[config.mk]
export PLATFORM = sky130hd
export DESIGN_NAME = grouped_free_block_allocator_unit
export DESIGN_NICKNAME = d
export VERILOG_FILES = /design/src/hdl/gfba_pkg.sv /design/src/hdl/gfba_ctrl.sv /design/src/hdl/gfba_dp.sv /design/src/hdl/grouped_free_block_allocator_unit.sv
export SDC_FILE = /design/constraint.sdc
export NUM_CORES = 1
export LEC_CHECK = 0
export ABC_CLOCK_PERIOD_IN_PS = 5100
export BUFFER_PORTS_ARGS = -buffer_cell sky130_fd_sc_hd__buf_2
export CORE_UTILIZATION = 55
export DETAILED_ROUTE_END_ITERATION = 6
export PLACE_DENSITY = 0.69
export SYNTH_ARGS = -nofsm -noshare
export SYNTH_HDL_FRONTEND = slang
export SYNTH_SLANG_ARGS = --single-unit
export TNS_END_PERCENT = 20
[constraint.sdc]
create_clock -name clk -period 5.1 [get_ports clk]
set_input_delay 1.02 -clock clk [delete_from_list [all_inputs] [get_ports clk]]
set_output_delay 1.02 -clock clk [all_outputs]
set_load 0.02 [all_outputs]
[src/hdl/gfba_pkg.sv]
// gfba_pkg: shared codes and control/status bundles for the grouped free block allocator
// used by gfba_ctrl, gfba_dp, the top level and the port checker; no dependencies
package gfba_pkg;

  // input word commands
  localparam logic [1:0] CMD_ALLOC  = 2'd0;
  localparam logic [1:0] CMD_FREE   = 2'd1;
  localparam logic [1:0] CMD_REFILL = 2'd2;
  localparam logic [1:0] CMD_SYNC   = 2'd3;

  // result word kinds
  localparam logic [2:0] KIND_GRANT       = 3'd0;
  localparam logic [2:0] KIND_GRANT_FETCH = 3'd1;
  localparam logic [2:0] KIND_EXHAUSTED   = 3'd2;
  localparam logic [2:0] KIND_FREED       = 3'd3;
  localparam logic [2:0] KIND_SPILL       = 3'd4;
  localparam logic [2:0] KIND_REFILL      = 3'd5;
  localparam logic [2:0] KIND_BUSY        = 3'd6;
  localparam logic [2:0] KIND_SYNC        = 3'd7;

  // controller to datapath
  typedef struct packed {
    logic latch;        // capture the accepted input word
    logic mark;         // place the end-of-chain marker at the bottom
    logic spill_start;  // begin spilling a full stack
    logic spill_emit;   // send one spill word
    logic exec;         // run a single-result command
    logic spill_addr;   // read port follows the spill pointer
  } gfba_cmd_t;

  // datapath to controller
  typedef struct packed {
    logic slot_free;    // output register can take a word this cycle
    logic silent;       // refill word with no refill pending
    logic mark;         // free onto an empty stack
    logic spill;        // free onto a full stack
    logic spill_last;   // spill pointer at the final word
  } gfba_sts_t;

endpackage

[src/hdl/gfba_ctrl.sv]
// gfba_ctrl: sequencing state machine for the grouped free block allocator
// depends on gfba_pkg
module gfba_ctrl import gfba_pkg::*; (
  input  logic      clk,
  input  logic      rst_n,
  input  logic      in_valid,
  output logic      in_ready,
  input  gfba_sts_t sts,
  output gfba_cmd_t ctl
);

  localparam logic [1:0] ST_IDLE     = 2'd0;
  localparam logic [1:0] ST_EXEC     = 2'd1;
  localparam logic [1:0] ST_SPILL_EM = 2'd2;
  localparam logic [1:0] ST_SPILL_RD = 2'd3;

  logic [1:0] state_r;
  logic [1:0] state_nxt;

  always_comb begin
    state_nxt = state_r;
    ctl       = '0;
    in_ready  = 1'b0;
    unique case (state_r)
      ST_IDLE: begin
        in_ready = 1'b1;
        if (in_valid) begin
          ctl.latch = 1'b1;
          state_nxt = ST_EXEC;
        end
      end
      ST_EXEC: begin
        if (sts.mark) begin
          ctl.mark = 1'b1;
        end else if (sts.silent) begin
          state_nxt = ST_IDLE;
        end else if (sts.spill) begin
          ctl.spill_start = 1'b1;
          state_nxt       = ST_SPILL_EM;
        end else if (sts.slot_free) begin
          ctl.exec  = 1'b1;
          state_nxt = ST_IDLE;
        end
      end
      ST_SPILL_EM: begin
        ctl.spill_addr = 1'b1;
        if (sts.slot_free) begin
          ctl.spill_emit = 1'b1;
          state_nxt      = sts.spill_last ? ST_IDLE : ST_SPILL_RD;
        end
      end
      ST_SPILL_RD: begin
        ctl.spill_addr = 1'b1;
        state_nxt      = ST_SPILL_EM;
      end
      default: state_nxt = ST_IDLE;
    endcase
  end

  always_ff @(posedge clk) begin
    if (!rst_n) begin
      state_r <= ST_IDLE;
    end else begin
      state_r <= state_nxt;
    end
  end

endmodule

[src/hdl/gfba_dp.sv]
// gfba_dp: free stack memory, count and refill registers, output register
// depends on gfba_pkg; driven by gfba_ctrl
module gfba_dp import gfba_pkg::*; #(
  parameter int GROUP_SIZE = 32,
  parameter int BLOCK_BITS = 15
) (
  input  logic                              clk,
  input  logic                              rst_n,
  input  gfba_cmd_t                         ctl,
  output gfba_sts_t                         sts,
  input  logic [1:0]                        in_cmd,
  input  logic [BLOCK_BITS-1:0]             in_block_number,
  input  logic [BLOCK_BITS-1:0]             in_group_word,
  output logic                              out_valid,
  input  logic                              out_ready,
  output logic [2:0]                        out_kind,
  output logic [BLOCK_BITS-1:0]             out_result_block,
  output logic [BLOCK_BITS-1:0]             out_word_value,
  output logic [$clog2(GROUP_SIZE+1)-1:0]   out_word_index,
  output logic                              out_last,
  output logic                              out_modified
);

  localparam int IW = $clog2(GROUP_SIZE + 1);
  localparam int AW = $clog2(GROUP_SIZE);
  localparam logic [IW-1:0]         GS     = IW'(GROUP_SIZE);
  localparam logic [BLOCK_BITS-1:0] GS_BLK = BLOCK_BITS'(GROUP_SIZE);

  logic [BLOCK_BITS-1:0] mem [GROUP_SIZE];
  logic [BLOCK_BITS-1:0] rd_data_r;
  logic [AW-1:0]         rd_addr;
  logic                  we;
  logic [AW-1:0]         wa;
  logic [BLOCK_BITS-1:0] wd;

  logic [1:0]            cmd_r;
  logic [BLOCK_BITS-1:0] blk_r, word_r;
  logic [IW-1:0]         count_r, count_nxt;
  logic                  mod_r, mod_nxt;
  logic                  ract_r, ract_nxt;
  logic [IW-1:0]         ridx_r, ridx_nxt;
  logic [IW-1:0]         sidx_r, sidx_nxt;
  logic [IW-1:0]         count_dec;
  logic [BLOCK_BITS-1:0] refill_val;

  logic                  ld;
  logic                  out_valid_r;
  logic [2:0]            kind_r, kind_nxt;
  logic [BLOCK_BITS-1:0] rblk_r, rblk_nxt;
  logic [BLOCK_BITS-1:0] wval_r, wval_nxt;
  logic [IW-1:0]         widx_r, widx_nxt;
  logic                  last_r, last_nxt;
  logic                  omod_r, omod_nxt;

  assign count_dec = count_r - IW'(1);
  assign rd_addr   = ctl.spill_addr ? AW'(sidx_r - IW'(1)) : AW'(count_dec);

  // status towards the controller
  assign sts.slot_free  = !out_valid_r || out_ready;
  assign sts.silent     = (cmd_r == CMD_REFILL) && !ract_r;
  assign sts.mark       = (cmd_r == CMD_FREE) && !ract_r && (count_r == '0);
  assign sts.spill      = (cmd_r == CMD_FREE) && !ract_r && (count_r == GS);
  assign sts.spill_last = (sidx_r == GS);

  // count word of a refill saturates at the group size
  assign refill_val = (ridx_r != '0) ? word_r :
                      ((word_r > GS_BLK) ? GS_BLK : word_r);

  always_comb begin
    count_nxt = count_r;
    mod_nxt   = mod_r;
    ract_nxt  = ract_r;
    ridx_nxt  = ridx_r;
    sidx_nxt  = sidx_r;
    we        = 1'b0;
    wa        = '0;
    wd        = '0;
    ld        = 1'b0;
    kind_nxt  = kind_r;
    rblk_nxt  = rblk_r;
    wval_nxt  = wval_r;
    widx_nxt  = widx_r;
    last_nxt  = last_r;
    omod_nxt  = omod_r;

    if (ctl.mark) begin
      we        = 1'b1;
      count_nxt = IW'(1);
    end

    if (ctl.spill_start) begin
      mod_nxt  = 1'b1;
      sidx_nxt = '0;
    end

    if (ctl.spill_emit) begin
      ld       = 1'b1;
      kind_nxt = KIND_SPILL;
      rblk_nxt = blk_r;
      wval_nxt = (sidx_r == '0) ? BLOCK_BITS'(count_r) : rd_data_r;
      widx_nxt = sidx_r;
      last_nxt = sts.spill_last;
      omod_nxt = mod_r;
      sidx_nxt = sidx_r + IW'(1);
      if (sts.spill_last) begin
        // freed block becomes the new bottom entry
        we        = 1'b1;
        wd        = blk_r;
        count_nxt = IW'(1);
      end
    end

    if (ctl.exec) begin
      ld       = 1'b1;
      kind_nxt = KIND_BUSY;
      rblk_nxt = '0;
      wval_nxt = '0;
      widx_nxt = '0;
      last_nxt = 1'b1;
      unique case (cmd_r) inside
        CMD_SYNC: begin
          kind_nxt = KIND_SYNC;
          mod_nxt  = 1'b0;
        end
        CMD_REFILL: begin
          kind_nxt = KIND_REFILL;
          wval_nxt = refill_val;
          widx_nxt = ridx_r;
          if (ridx_r == '0) begin
            count_nxt = IW'(refill_val);
          end else begin
            we = 1'b1;
            wa = AW'(ridx_r - IW'(1));
            wd = word_r;
          end
          if (ridx_r == GS) begin
            ract_nxt = 1'b0;
            ridx_nxt = '0;
          end else begin
            ridx_nxt = ridx_r + IW'(1);
          end
        end
        CMD_ALLOC, CMD_FREE: begin
          if (ract_r) begin
            kind_nxt = KIND_BUSY;
          end else if (cmd_r == CMD_FREE) begin
            we        = 1'b1;
            wa        = AW'(count_r);
            wd        = blk_r;
            count_nxt = count_r + IW'(1);
            mod_nxt   = 1'b1;
            kind_nxt  = KIND_FREED;
            rblk_nxt  = blk_r;
          end else if (count_r == '0 || rd_data_r == '0) begin
            count_nxt = '0;
            kind_nxt  = KIND_EXHAUSTED;
          end else begin
            count_nxt = count_dec;
            mod_nxt   = 1'b1;
            rblk_nxt  = rd_data_r;
            if (count_dec == '0) begin
              // last entry names the block holding the next group
              ract_nxt = 1'b1;
              ridx_nxt = '0;
              kind_nxt = KIND_GRANT_FETCH;
            end else begin
              kind_nxt = KIND_GRANT;
            end
          end
        end
        default: kind_nxt = KIND_BUSY;
      endcase
      omod_nxt = (cmd_r == CMD_SYNC) ? mod_r : mod_nxt;
    end
  end

  always_ff @(posedge clk) begin
    if (we) begin
      mem[wa] <= wd;
    end
    rd_data_r <= mem[rd_addr];
  end

  always_ff @(posedge clk) begin
    if (ctl.latch) begin
      cmd_r  <= in_cmd;
      blk_r  <= in_block_number;
      word_r <= in_group_word;
    end
    sidx_r <= sidx_nxt;
    kind_r <= kind_nxt;
    rblk_r <= rblk_nxt;
    wval_r <= wval_nxt;
    widx_r <= widx_nxt;
    last_r <= last_nxt;
    omod_r <= omod_nxt;
  end

  always_ff @(posedge clk) begin
    if (!rst_n) begin
      count_r     <= '0;
      mod_r       <= 1'b0;
      ract_r      <= 1'b0;
      ridx_r      <= '0;
      out_valid_r <= 1'b0;
    end else begin
      count_r <= count_nxt;
      mod_r   <= mod_nxt;
      ract_r  <= ract_nxt;
      ridx_r  <= ridx_nxt;
      if (ld) begin
        out_valid_r <= 1'b1;
      end else if (out_ready) begin
        out_valid_r <= 1'b0;
      end
    end
  end

  assign out_valid        = out_valid_r;
  assign out_kind         = kind_r;
  assign out_result_block = rblk_r;
  assign out_word_value   = wval_r;
  assign out_word_index   = widx_r;
  assign out_last         = last_r;
  assign out_modified     = omod_r;

endmodule

[src/hdl/grouped_free_block_allocator_unit.sv]
// grouped_free_block_allocator_unit: top level of the grouped free block allocator
// instantiates gfba_ctrl and gfba_dp; depends on gfba_pkg
//
// usage
// - input channel (in_valid/in_ready): one word per command: alloc, free of
//   in_block_number, refill word in_group_word, or sync query
// - result channel (out_valid/out_ready): one result word per command, a
//   refill word with no refill pending gives none, a free onto a full stack
//   gives GROUP_SIZE+1 spill words (count first, then the entries) with
//   out_last on the final one
// - sequencing: the accepted word is latched and the controller enters EXEC,
//   which loads the result into the output register once it is free; a free
//   onto an empty stack first lays down the end-of-chain marker there, and a
//   spill goes on to SPILL_EM, which loads the count word first
// - a spill alternates SPILL_EM, which sends one word, and SPILL_RD, which the
//   single registered read port of the stack memory needs
// - the block takes one command at a time; in_ready is high only while idle
// - a stalled receiver holds the output register and the command in flight
//   waits; nothing is lost or repeated
// - reset empties the stack count and clears the modified and refill state;
//   stack entries hold no reset value and are only read once written
module grouped_free_block_allocator_unit import gfba_pkg::*; #(
  parameter int GROUP_SIZE = 32,
  parameter int BLOCK_BITS = 15
) (
  input  logic                            clk,
  input  logic                            rst_n,
  input  logic                            in_valid,
  output logic                            in_ready,
  input  logic [1:0]                      in_cmd,
  input  logic [BLOCK_BITS-1:0]           in_block_number,
  input  logic [BLOCK_BITS-1:0]           in_group_word,
  output logic                            out_valid,
  input  logic                            out_ready,
  output logic [2:0]                      out_kind,
  output logic [BLOCK_BITS-1:0]           out_result_block,
  output logic [BLOCK_BITS-1:0]           out_word_value,
  output logic [$clog2(GROUP_SIZE+1)-1:0] out_word_index,
  output logic                            out_last,
  output logic                            out_modified
);

  gfba_cmd_t ctl;  // sequencing commands to the datapath
  gfba_sts_t sts;  // datapath conditions back to the controller

  gfba_ctrl u_ctrl (
    .clk      (clk),
    .rst_n    (rst_n),
    .in_valid (in_valid),
    .in_ready (in_ready),
    .sts      (sts),
    .ctl      (ctl)
  );

  gfba_dp #(
    .GROUP_SIZE (GROUP_SIZE),
    .BLOCK_BITS (BLOCK_BITS)
  ) u_dp (
    .clk              (clk),
    .rst_n            (rst_n),
    .ctl              (ctl),
    .sts              (sts),
    .in_cmd           (in_cmd),
    .in_block_number  (in_block_number),
    .in_group_word    (in_group_word),
    .out_valid        (out_valid),
    .out_ready        (out_ready),
    .out_kind         (out_kind),
    .out_result_block (out_result_block),
    .out_word_value   (out_word_value),
    .out_word_index   (out_word_index),
    .out_last         (out_last),
    .out_modified     (out_modified)
  );

endmodule

==> out/metrics.yaml, run 1 <==
ant_nets: 0
worstMarginPinSlew_ns: 1.296
critPathSlowestCell: "o21ai_1"
antenna_found_initial: 0
slew_headroom: 0.1363
area_delta_synth_final_pct: 12.65
drt_iter0_drc: 2111
port-buffer-count: 78
outcome: "finished, final reports clean"
clk_pin_slew_ns: 0.06
cp.required_ns: 5.46
slew_viol_final: 0
avgRoutedWirePerCell_um: 26.21
syn_area_per_cell_um2: 13.57
cts_made_buffers: 57
std_cell_rows: 77
antenna_cells: 0
cp_max_fo: 15
grt_max_degree: 99
cp-end-kind: "flop"
clock_latency_ns: 0.64
initial_core_util: 0.5614
crit_arrival_ns: 4.14
ctsResizeCount: 0
ys_ff_latch: 591
syn_nets: 1888
ctsHoldBuffers: 0
design.die.area_mm2: 0.04638
yosysSeqAreaShare: 0.6955
track_usage: 0.2905
ys_warn_count: 0
synth_area_mm2: 0.02504
synth_top_cell_by_area: "edfxtp_1"
synth-edff-count: 558
design.core.area_mm2: 0.04461
fin_hold_ws_ns: 0.4668
cp_slowest_stage_delay_ns: 0.70
fin_skew_ns: 0.02391
drive_gt1_frac: 0.1444
place_area_mm2: 0.02645
n_fill_cell: 3264
grt_pass1_vias: 16121
synth_ff_type: "edfxtp_1"
min_path_type: "reg -> reg"
synthTopCellsByArea: "edfxtp_1 67%, nor2b_1 2.8%, mux4_2 2.7%, dfxtp_1 2.6%, nor2_1 2.6%"
post-route-period-util: 0.7410
die_w_um: 215.4
worstSetupPathType: "reg -> reg"
netlist.area_leader.share: 0.6692
numClockSinks: 591
cts_tree: "yes"
avgViaCountPerCell: 6.503
die-height_um: 215.4
overflow: 0
dr_total_vias: 16726
ys_types: 70
h-tree-depth: 2
maxCapViolations: 0
vdd_drop_max_uv: 313.3
syn-instance-count: 1845
wirelength_um: 67400
power_density_mw_per_mm2: 374.2
grt_pass1_wl_um: 100500
hold_viol: 0
post_cts_buffers: 0
tns_ns: 0
crit_chain: "inv_1 -> ha_1 -> nor4b_2 -> a21oi_1 -> o21ai_1 -> o21ai_0 -> o21bai_1 -> nor2_1 -> buf_4"
place.gp.congestion: 0.9328
ios: 79
p_total_mw: 10.56
fmax_mhz: 264.6
period_needed_ns: 3.779
dr.pass1.iters: 7
drc_errors: 0
design_area_mm2: 0.02821
start_kind: "flop"
clockBufferDepth: 3
r2r_setup_slack_ns: 1.32
synthArstFlopShare: 0
p_leak_nw: 9.719
nets: 1980
cts-root-buf: "clkbuf_16"
final_util: 0.6324
rsz0062_at_grt: "no"
final-setup-viol-count: 0
dp_hpwl_um: 40770
[metal layers]
metal	GRT usage	vias to the layer above	routed length [µm]
met2	0.4625	952	32020
li1	-	7334	-
met5	0	-	0
met1	0.4059	8294	26650
met3	0.05074	146	6369
met4	0.1033	0	2364
[critical path, delay by kind of cell (launching register included)]
kind	cells	cell delay (ns)
compound gates	4	1.80
fa+ha+maj	1	0.32
buf+inv	2	0.38
flops	1	0.40
simple gates	2	0.61
[cell families after synthesis]
| logic type | count (synthesis) | share of synthesized area |
|---|---|---|
| compound gates | 460 | 0.1240 |
| xor+xnor | 13 | 0.004547 |
| fa+ha+maj | 7 | 0.003498 |
| buf+inv | 141 | 0.02319 |
| flops | 591 | 0.6955 |
| mux | 55 | 0.03703 |
| simple gates | 578 | 0.1122 |
[power breakdown]
part | switching [mW] | internal, mW | total, mW
Combinational | 0.690 | 0.353 | 1.04
Clock | 1.80 | 2.21 | 4.01
Sequential | 0.120 | 5.38 | 5.50
[registers in the layout (all words and copies together) (netlist names)]
register	cells
u_dp.ridx_r	6
u_dp.mod_r	1
u_dp.cmd_r	2
u_dp.out_word_value	15
u_dp.out_kind	3
u_dp.out_result_block	15
u_dp.ract_r	1
u_dp.blk_r	15
u_dp.rd_data_r	15
u_dp.mem	480
u_dp.count_r	6
u_dp.out_word_index	6
u_ctrl.state_r	2
u_dp.out_modified	1
u_dp.word_r	15
u_dp.out_last	1
u_dp.sidx_r	6
u_dp.out_valid	1
[synth_stat cells (all sizes together) (30+ instances only)]
library cell / count
edfxtp: 558
nor2: 175
nor2b: 114
o21ai: 114
nand2: 111
clkbuf: 85
a21oi: 83
nand3: 68
o22ai: 54
o311a: 45
buf: 43
a22o: 39
nor3: 36
a31oi: 35
dfxtp: 33
mux4: 30
[cell type report]
| cell class | instances | area [µm²] | area share |
|---|---|---|---|
| clock buffer | 70 | 1475 | 0.05230 |
| tap | 592 | 740.7 | 0.02626 |
| clock inverter | 32 | 281.5 | 0.009980 |
| sequential | 591 | 17420 | 0.6175 |
| timing repair buffer | 161 | 1139 | 0.04036 |
| multi-input combinational | 1113 | 7106 | 0.2519 |
| inverter | 13 | 48.80 | 0.001730 |
[placed cells by master (no fill, tap or decap), types with 15 or more instances in the layout]
cell type	instances
mux4_2	30
o22ai_1	53
nor4_1	28
a31oi_1	35
mux2i_1	22
nand2_1	111
dfxtp_1	32
edfxtp_1	558
o21ai_0	111
nor2b_1	113
a22o_1	39
buf_2	78
nand3_1	68
clkbuf_16	57
a21oi_1	82
a221oi_1	15
nor2_1	174
buf_4	73
nor3_1	35
o311a_1	45
[worst paths after layout]
path                            depth (start not counted)                  startpoint                         end
worst max register to register                          9  u_dp.count_r[0]$_SDFF_PN0_   u_dp.mem[0][14]$_DFFE_PP_
worst max-delay path                                    9  u_dp.count_r[0]$_SDFF_PN0_   u_dp.mem[0][14]$_DFFE_PP_
worst min register to register                          2  u_dp.out_last$_SDFFE_PN1P_  u_dp.out_last$_SDFFE_PN1P_
worst min-delay path                                    2  u_dp.out_last$_SDFFE_PN1P_  u_dp.out_last$_SDFFE_PN1P_
[per-stage QoR]
stage / instances / setup slack, ns
final: 2572 / 1.321
after global routing: 2572 / 1.117
after CTS: 2572 / 1.424
after detailed placement: 2470 / 1.336
after global placement: 2470 / 1.427
after floorplan: 1845 / 1.290
Note: power is estimated with default switching activity, not from simulation.
==> run 2: changes to the inputs <==
- ABC_CLOCK_PERIOD_IN_PS: 5100 -> 3200
- PLACE_DENSITY: 0.69 -> 0.72
- clock period: 5.1 -> 3.2 ns (I/O delays scaled with it)
==> out/metrics.yaml, run 2 (synthesis results as in run 1) <==
outcome: "finished, final reports clean"  # unchanged
ctsHoldBuffers: 0  # unchanged
overflow: 0  # unchanged
drive_gt1_frac: 0.1953  # was 0.1444
area_delta_synth_final_pct: 17.82  # was 12.65%
min_path_type: "in -> reg"  # was reg -> reg
initial_core_util: 0.5614  # unchanged
layout_commonest_cell: "edfxtp_1"  # unchanged
drt_iter0_drc: 2181  # was 2111
crit_buf_inv: 3  # was 2
fmax_mhz: 329.6  # was 264.6 MHz
start_kind: "flop"  # unchanged
fin_skew_ns: 0.03090  # was 0.02391 ns
clockBufferDepth: 3  # unchanged
grt_max_degree: 99  # unchanged
design.die.area_mm2: 0.04638  # unchanged
dr_total_vias: 17179  # was 16.73k
cts-root-buf: "clkbuf_16"  # unchanged
final-setup-viol-count: 0  # unchanged
dp_hpwl_um: 42020  # was 40770 µm
avgRoutedWirePerCell_um: 26.19  # was 26.21 µm
antenna_cells: 0  # unchanged
cp-end-kind: "flop"  # unchanged
largest_reg_flops: 480  # unchanged
post-place-ws_ns: 0.03085  # was 1.336 ns
cp_slowest_stage_delay_ns: 0.43  # was 0.70 ns
clock_latency_ns: 0.64  # about the same
critPathTopFamily: "buffers and inverters"  # was compound AO/OA/AOI/OAI gates
die_w_um: 215.4  # unchanged
place.gp.congestion: 0.9180  # was 0.9328
hold_viol: 0  # unchanged
cp_max_fo: 75  # was 15
die-height_um: 215.4  # unchanged
clk_pin_slew_ns: 0.06  # about the same
critPathSlowestCell: "mux2i_4"  # was o21ai_1
maxCapViolations: 0  # unchanged
drc_errors: 0  # unchanged
grt_pass1_vias: 16397  # was 16.12k
period_needed_ns: 3.034  # was 3.779 ns
wirelength_um: 68750  # was 67400 µm
power_density_mw_per_mm2: 596.3  # was 374.2 mW/mm²
ant_nets: 0  # unchanged
antenna_found_initial: 0  # unchanged
layout_common_cells: "558 x edfxtp_1, 142 x nor2_1, 114 x nor2b_1"  # was 558 x edfxtp_1, 174 x nor2_1, 113 x nor2b_1
crit_chain: "inv_1 -> ha_1 -> mux2i_4 -> buf_12 -> buf_16 -> nor2b_1 -> o311a_1 -> nor4_2 -> mux2i_1"  # was inv_1 -> ha_1 -> nor4b_2 -> a21oi_1 -> o21ai_1 -> o21ai_0 -> o21bai_1 -> nor2_1 -> buf_4
slew_headroom: 0.3388  # was 0.1363
worstSetupPathType: "reg -> reg"  # unchanged
post-route-period-util: 0.9482  # was 0.7410
ios: 79  # unchanged
port-buffer-count: 78  # unchanged
cts_tree: "yes"  # unchanged
dr.pass1.iters: 5  # was 7
rsz0062_at_grt: "no"  # unchanged
design.core.area_mm2: 0.04461  # unchanged
std_cell_rows: 77  # unchanged
cp.required_ns: 3.70  # was 5.46 ns
layout_setup_ws_ns: 0.1659  # was 1.321 ns
worstMarginPinSlew_ns: 0.9875  # was 1.296 ns
grt_pass1_wl_um: 102700  # was 100500 µm
h-tree-depth: 2  # unchanged
track_usage: 0.2968  # was 0.2905
cts_made_buffers: 58  # was 57
avgViaCountPerCell: 6.544  # was 6.503
numClockSinks: 591  # unchanged
crit_arrival_ns: 3.53  # was 4.14 ns
p_leak_nw: 10.18  # was 9.719 nW
largest-register: "u_dp.mem"  # unchanged
vdd_drop_max_uv: 456.6  # was 313.3 µV
tns_ns: 0  # unchanged
nets: 2032  # was 1980
slew_viol_final: 0  # unchanged
-- run 2: cell types whose count changed in the layout (fill, tap and decap cells not counted), sizes merged --
| cell | change |
|---|---|
| clkinvlp | -2 |
| clkinv | -10 |
| buf | +51 |
| clkbuf | +7 |
| bufinv | +7 |
-- run 2: cell type report --
cell class | count | area (µm²)
Clock inverter | 27 | 421.7
Multi-Input combinational cell | 1113 | 7448
Timing Repair Buffer | 212 | 1892
Clock buffer | 77 | 1533
Tap cell | 592 | 740.7
Fill cell | 3112 | 15100
Sequential cell | 591 | 17420
Inverter | 13 | 48.80
-- run 2: path summary, 6_finish.rpt --
path	from	endpoint	slack, ns	depth (start not counted)
max	u_dp.sidx_r[1]$_SDFFCE_PN0P_	u_dp.rd_data_r[1]$_DFF_P_	0.17	9
min reg2reg	u_dp.out_last$_SDFFE_PN1P_	u_dp.out_last$_SDFFE_PN1P_	0.47	2
min	in_block_number[2]	u_dp.blk_r[2]$_DFFE_PP_	0.19	1
max reg2reg	u_dp.sidx_r[1]$_SDFFCE_PN0P_	u_dp.rd_data_r[1]$_DFF_P_	0.17	9
-- run 2: through the flow --
stage | cell area (µm²) | utilization | cells | hold WS, ns | power [mW]
6_report | 29500 | 0.6614 | 2625 | 0.1860 | 17.59
5_1_grt | 29500 | 0.6614 | 2625 | 0.1689 | 18.04
4_1_cts | 29440 | 0.6601 | 2625 | 0.1646 | 17.61
3_5_place_dp | 27490 | 0.6163 | 2521 | 0.4599 | 10.65
3_3_place_gp | 27490 | 0.6163 | 2521 | 0.4835 | 10.64
2_1_floorplan | 25350 | - | 1845 | 0.4602 | 9.873
-- run 2: routing by layer --
layer,part of all wire,vias to the layer above,global-route usage
li1,-,7450,-
met1,0.40,8573,0.4251
met2,0.47,1013,0.4577
met3,0.11,143,0.05314
met4,0.034,0,0.1104
met5,0,-,0
-- run 2: where the power goes --
| part | switching, mW | internal, mW | total, mW |
|---|---|---|---|
| Combinational | 1.17 | 0.645 | 1.82 |
| Sequential | 0.171 | 8.58 | 8.75 |
| Clock | 2.86 | 4.17 | 7.03 |
| Total | 4.20 | 13.4 | 17.6 |
-- run 2: timing repair --
| item | in CTS | in global routing |
|---|---|---|
| buffers inserted | 0 | 0 |
| setup endpoints to repair | 0 | 7 |
| resized for setup | 0 | 9 |
